===== config.mk =====
export PLATFORM = sky130hd
export DESIGN_NAME = ctf_ctrl
export DESIGN_NICKNAME = d
export VERILOG_FILES = /design/src/hw/rtl/ctf_pkg.sv /design/src/hw/rtl/ctf_ctrl.sv
export SDC_FILE = /design/constraint.sdc
export NUM_CORES = 1
export LEC_CHECK = 0
export CAP_MARGIN = 0
export CORE_AREA = 2 2 39 41
export CTS_CLUSTER_SIZE = 8
export DETAILED_ROUTE_END_ITERATION = 8
export DIE_AREA = 0 0 41 43
export DONT_BUFFER_PORTS = 1
export SETUP_SLACK_MARGIN = 0.1
export SLEW_MARGIN = 15
export SYNTH_ARGS = -nofsm -noshare
export SYNTH_HDL_FRONTEND = slang
export SYNTH_SLANG_ARGS = --single-unit

===== constraint.sdc =====
create_clock -name clk_i -period 1.05 [get_ports clk_i]
set_input_delay 0.21 -clock clk_i [delete_from_list [all_inputs] [get_ports clk_i]]
set_output_delay 0.21 -clock clk_i [all_outputs]
set_load 0.1 [all_outputs]

===== src/hw/rtl/ctf_pkg.sv =====
// ----------------------------------------------------------------------------
// ctf_pkg: shared types and constants of the clut texel fetch block
// memory geometry, item beats, mode codes, register indexes, fsm states
// ----------------------------------------------------------------------------
package ctf_pkg;

  // memory geometry, powers of two
  localparam int unsigned MEM_COLS  = 1024;
  localparam int unsigned MEM_ROWS  = 512;
  localparam int unsigned COL_W     = $clog2(MEM_COLS);
  localparam int unsigned ROW_W     = $clog2(MEM_ROWS);
  localparam int unsigned MEM_DEPTH = MEM_COLS * MEM_ROWS;
  localparam int unsigned MEM_AW    = COL_W + ROW_W;
  localparam int unsigned MEM_DW    = 16;

  // configuration port
  localparam int unsigned CFG_IDX_W  = 1;
  localparam int unsigned CFG_DATA_W = 10;

  localparam logic [CFG_IDX_W-1:0] CFG_PALETTE_X = 1'b0;
  localparam logic [CFG_IDX_W-1:0] CFG_PALETTE_Y = 1'b1;

  typedef enum logic [1:0] {
    MODE_STORE   = 2'd0,
    MODE_FETCH4  = 2'd1,
    MODE_FETCH8  = 2'd2,
    MODE_FETCH16 = 2'd3
  } mode_e;

  typedef struct packed {
    mode_e       mode;
    logic [9:0]  texel_x;
    logic [8:0]  texel_y;
    logic [9:0]  page_col;
    logic [8:0]  page_row;
    logic [15:0] write_data;
  } ctf_in_t;

  typedef struct packed {
    logic [4:0] red;
    logic [4:0] green;
    logic [4:0] blue;
    logic       mask_bit;
  } ctf_out_t;

  typedef enum logic [1:0] {
    ST_IDLE,
    ST_WORD,
    ST_PAL
  } ctf_state_e;

  // controller to datapath
  typedef struct packed {
    logic store;
    logic word_rd;
    logic pal_rd;
    logic out_load;
  } ctf_cmd_t;

  // datapath to controller
  typedef struct packed {
    logic in_store;
    logic item_direct;
  } ctf_sts_t;

  function automatic logic [COL_W-1:0] wrap_col(input logic [10:0] s);
    logic [COL_W+10:0] ext;
    ext = (COL_W+11)'(s);
    return ext[COL_W-1:0];
  endfunction

  function automatic logic [ROW_W-1:0] wrap_row(input logic [9:0] s);
    logic [ROW_W+9:0] ext;
    ext = (ROW_W+10)'(s);
    return ext[ROW_W-1:0];
  endfunction

endpackage


===== src/hw/rtl/ctf_ctrl.sv =====
// ----------------------------------------------------------------------------
// ctf_ctrl: sequencer of the clut texel fetch block
// issues store, texel word read, palette read and result load
// ----------------------------------------------------------------------------
module ctf_ctrl (
  input  logic               clk_i,
  input  logic               rst_ni,
  input  logic               start,
  input  ctf_pkg::ctf_sts_t  sts_i,
  output ctf_pkg::ctf_cmd_t  cmd_o,
  output logic               busy
);
  import ctf_pkg::*;

  ctf_state_e state_q, state_d;

  always_ff @(posedge clk_i or negedge rst_ni) begin
    if (!rst_ni) begin
      state_q <= ST_IDLE;
    end else begin
      state_q <= state_d;
    end
  end

  always_comb begin
    state_d = state_q;
    cmd_o   = '0;
    case (state_q)
      ST_IDLE: begin
        if (start) begin
          if (sts_i.in_store) begin
            cmd_o.store = 1'b1;
          end else begin
            cmd_o.word_rd = 1'b1;
            state_d       = ST_WORD;
          end
        end
      end
      ST_WORD: begin
        if (sts_i.item_direct) begin
          cmd_o.out_load = 1'b1;
          state_d        = ST_IDLE;
        end else begin
          cmd_o.pal_rd = 1'b1;
          state_d      = ST_PAL;
        end
      end
      ST_PAL: begin
        cmd_o.out_load = 1'b1;
        state_d        = ST_IDLE;
      end
      default: state_d = ST_IDLE;
    endcase
  end

  assign busy = (state_q != ST_IDLE);

endmodule


**Word-level counts from Yosys, hierarchy flattened**

Index checks and enable logic that the tools add are counted.

- Register bits after elaboration: 2
- Input port bits: 5
- Output and inout port bits: 5
- Logic and storage cells: 20

- Equality and inequality tests: 4
- Muxes and demuxes: 12
- Reduce and logical (&&, ||, !) cells: 3

Operators with widths:

| cell | count |
|---|---|
| $mux 2 | 5 |
| $mux 1 | 5 |
| $ne 2x2->1 const B | 2 |
| $pmux 2 s2 | 1 |
| $eq 2x1->1 const B | 1 |
| $eq 2x2->1 const B | 1 |
| $logic_not 2->1 | 1 |
| $pmux 1 s2 | 1 |
| $reduce_and 2->1 | 1 |
| $reduce_bool 2->1 | 1 |

**Depth between registers and ports, before layout**

- Word-level depth: 3
- Gate-level depth with buffers: 5
- Depth with buffers taken out: 5

**Worst setup path before layout**

Ideal clock, no wire load.

- Path kind: reg2out
- From: register state_q[0]
- To: output port cmd_o[0] in the netlist's numbering
- Data arrival time: 2.014 ns
- Data required time: 0.840 ns
- Path slack: -1.174 ns
- Stages on the path, launching flop included: 4
- Buffers on the path: 0
- Cells stage by stage: dfrtp_1 > inv_1 > ha_1 > nor2b_1

RTL lines:

| what | RTL line | RTL |
|---|---|---|
| from (decl) | ctf_ctrl.sv:15 | `ctf_state_e state_q, state_d;` |
| from (signal assigned) | ctf_ctrl.sv:21 | `state_q <= state_d;` |
| to (decl) | ctf_ctrl.sv:10 | `output ctf_pkg::ctf_cmd_t cmd_o,` |

==> impl_results.md <==
- Synth warn: 0
- 1st-iter DRT viols: 0
- Seq cells post-synth: 2
- Pre-Repair DR Iteration Count: 1
- Final worst slack: -0.410 ns
- Vias in the first global route: ~180
- Final hold vios: 0
- Largest family of logic cells by synthesized area: simple AND/OR/NAND/NOR gates
- Clk sinks: 2
- Post-Synth Simple-Gate Area: around 29%
- Dpl ws: -0.240 ns
- Post-layout min period: between 1 and 1.5 ns
- Initial core utilization: between 10% and 20%
- Largest delay share family, worst path: flip-flops
- Hold Crit Class: in2reg
- Clock edge transition at the registers on the reported setup and hold paths: about 0.030 ns
- Ant. Diodes: 0
- Final ANT Viol Nets: 0
- DIE AREA: approximately 1800 um2
- Largest stage delay, worst path: about 0.38 ns
- Fraction of layout cells with a size suffix above 1: between 80 and 90%
- Critical Path Slowest Stage Cell: dfrtp_1
- Slew @ Worst Pin: about 0.20 ns
- Remaining global-route overflow: 0
- Synth cell types: 15
- Global routing usage on met3: roughly 4.2%
- Finished Layout Cells: 44
- CP Max Fanout: 3
- Core area: roughly 1400 um2
- Root Buffer Master: clkbuf_4
- Chip height: roughly 43 um
- Die width: 41 um
- CTS tree: done
- Grt peak-use layer: met2
- Synth Area in Compound Gates: roughly 14%
- Clk_lat worst skew: roughly 0.23 ns
- Syn Area/Cell: between 9 and 10 um2
- GRT Util Overall: roughly 6.3%
- Final core area utilization: about 28%
- Initial antenna violation count: 0
- Met1 Use GR: roughly 5.5%
- Seq/Total Area, Yosys: a little over a quarter
- Vias per inst: approximately 3.5
- Worst Setup SP: state_q[1]
- Synth Area in XOR/XNOR: 0%
- Count of final setup violators: 7
- Post-DR wirelength/cell: ~9.1 um
- Max reg flops: 2
- Via count: 156
- Biggest regs: state_q x2
- Area grow syn2layout: 103%
- Post-Syn Instances: 20
- PortBufs: 0
- Clock buffer depth: 2
- RSZ-0062 raised after global routing: true
- Post-Syn Area: 188 um2
- Final Max Tran Viols: 0
- First-pass GRT wire length: between 600 and 700 um
- Final worst path period share: 139%
- # IOs: 10
- Outcome: finished, violations left
- Placed Instances: 40
- Startpoint types: register
- CP Buf/Inv Count: 2
- R2R Path Start: state_q[0]
- Slew Limit Headroom: between 80% and 90%
- Hold_sp: sts_i[1]
- FMAX: 685 MHz
- Hpwl dp: 294 um
- GP Congestion: between 0.6 and 0.7
- Crit. End Element: primary output
- Largest net degree at the start of global routing: 5
- WP data required: approximately 0.84 ns
- Adder-cell area share of the yosys netlist: 20.0%
- Synth Net Count: 28
- Drt total wl: between 300 and 400 um
- Remaining DRCs: 0
- CTS buffer count: 3
- TNS Setup: -2.14 ns
- Met2 Use GR: 8.13%
- Final setup skew: 0.00305 ns
- Row cnt: 14
- Violated checks: setup timing
- Largest Register: state_q
- Max Cap Viol: 0
- Htree depth: 1
- Critical path class: reg2out
- Cell Chain, Critical Path: inv_2 > ha_2 > a21oi_2 > nor2b_4 > buf_12
- Nets: 38
- Critical Path AT: 1.25 ns
- Mux share of post-synthesis cell area: 0%
## worst paths after layout
check | slack (ns) | cells past startpoint | end
min reg2reg | 0.56 | 2 | state_q[0]
max reg2reg | -0.21 | 5 | state_q[1]
max | -0.41 | 5 | cmd_o[0]
max in group asynchronous | 0.71 | 1 | state_q[1]
min in group asynchronous | 0.22 | 1 | state_q[0]
min | 0.20 | 3 | state_q[0]
## worst min-delay path, stage by stage
cell and delay (ns):
nor2b_4 0.02, nor2_1 0.10, nor2_2 0.04
## timing repair
item / CTS / global route
setup buffers: 0 / 0
hold buffers: 1 / 0
hold endpoints to repair: 2 / 0
pin swaps: 1 / 1
setup endpoints to repair: 7 / 7
resized for setup: 9 / 0
## routing by layer
metal / routed length [um] / part of all wire, % / up-vias
met2: 222 / 56 / 4
met3: 34 / 8.5 / 0
met4: 0 / 0 / 0
met5: 0 / 0 / -
li1: - / - / 81
met1: 142 / 36 / 71
## logic make-up (layout without fill, tap and decap cells)
logic type	Yosys count	in the layout
simple gates	8	8
flops	2	2
compound gates	3	3
fa+ha+maj	3	3
buf+inv	4	12
## cell usage after synthesis, drive strengths merged
master  count  share of area (%)
dfrtp       2                 27
nor2        3                7.3
inv         3                6.0
and2b       1                5.3
ha          3                 20
and3        1                4.0
a21oi       1                2.7
nand2       1                2.0
buf         1                4.0
o21ai       1                4.7
o31ai       1                6.7
nor2b       2                 11
## cell usage in the layout, fill, tap and decap left out
| cell type | Yosys | layout |
|---|---|---|
| ha_4 | 0 | 1 |
| clkbuf_4 | 0 | 3 |
| dfrtp_1 | 2 | 2 |
| o21ai_2 | 1 | 1 |
| and2b_4 | 1 | 1 |
| inv_2 | 1 | 2 |
| bufinv_8 | 0 | 1 |
| dlygate4sd3_1 | 0 | 1 |
| nor2_2 | 1 | 1 |
| a21oi_2 | 0 | 1 |
| nand2_4 | 0 | 1 |
| buf_4 | 1 | 1 |
| nor2b_4 | 1 | 2 |
| and3_4 | 0 | 1 |
| o31ai_2 | 1 | 1 |
| buf_12 | 0 | 4 |
| nor2_1 | 2 | 1 |
| ha_2 | 0 | 2 |
| nor2_4 | 0 | 1 |
## metrics by stage
step / cell area (um2) / hold slack, ns
after floorplan: 229 / -0.0856
after global placement: 317 / -0.0855
after detailed placement: 317 / -0.0855
after CTS: 382 / 0.189
after global routing: 382 / 0.198
final: 382 / 0.199
## final cells by class
class / count / area (um2)
Inverter: 3 / 25.0
Timing Repair Buffer: 6 / 97.6
Tap cell: 16 / 20.0
Multi-Input combinational cell: 14 / 166
Clock buffer: 3 / 22.5
Fill cell: 147 / 1000
Sequential cell: 2 / 50.0
Power is not shown: default switching activity piles up to over one toggle a cycle in this logic, so the estimate is an artifact.
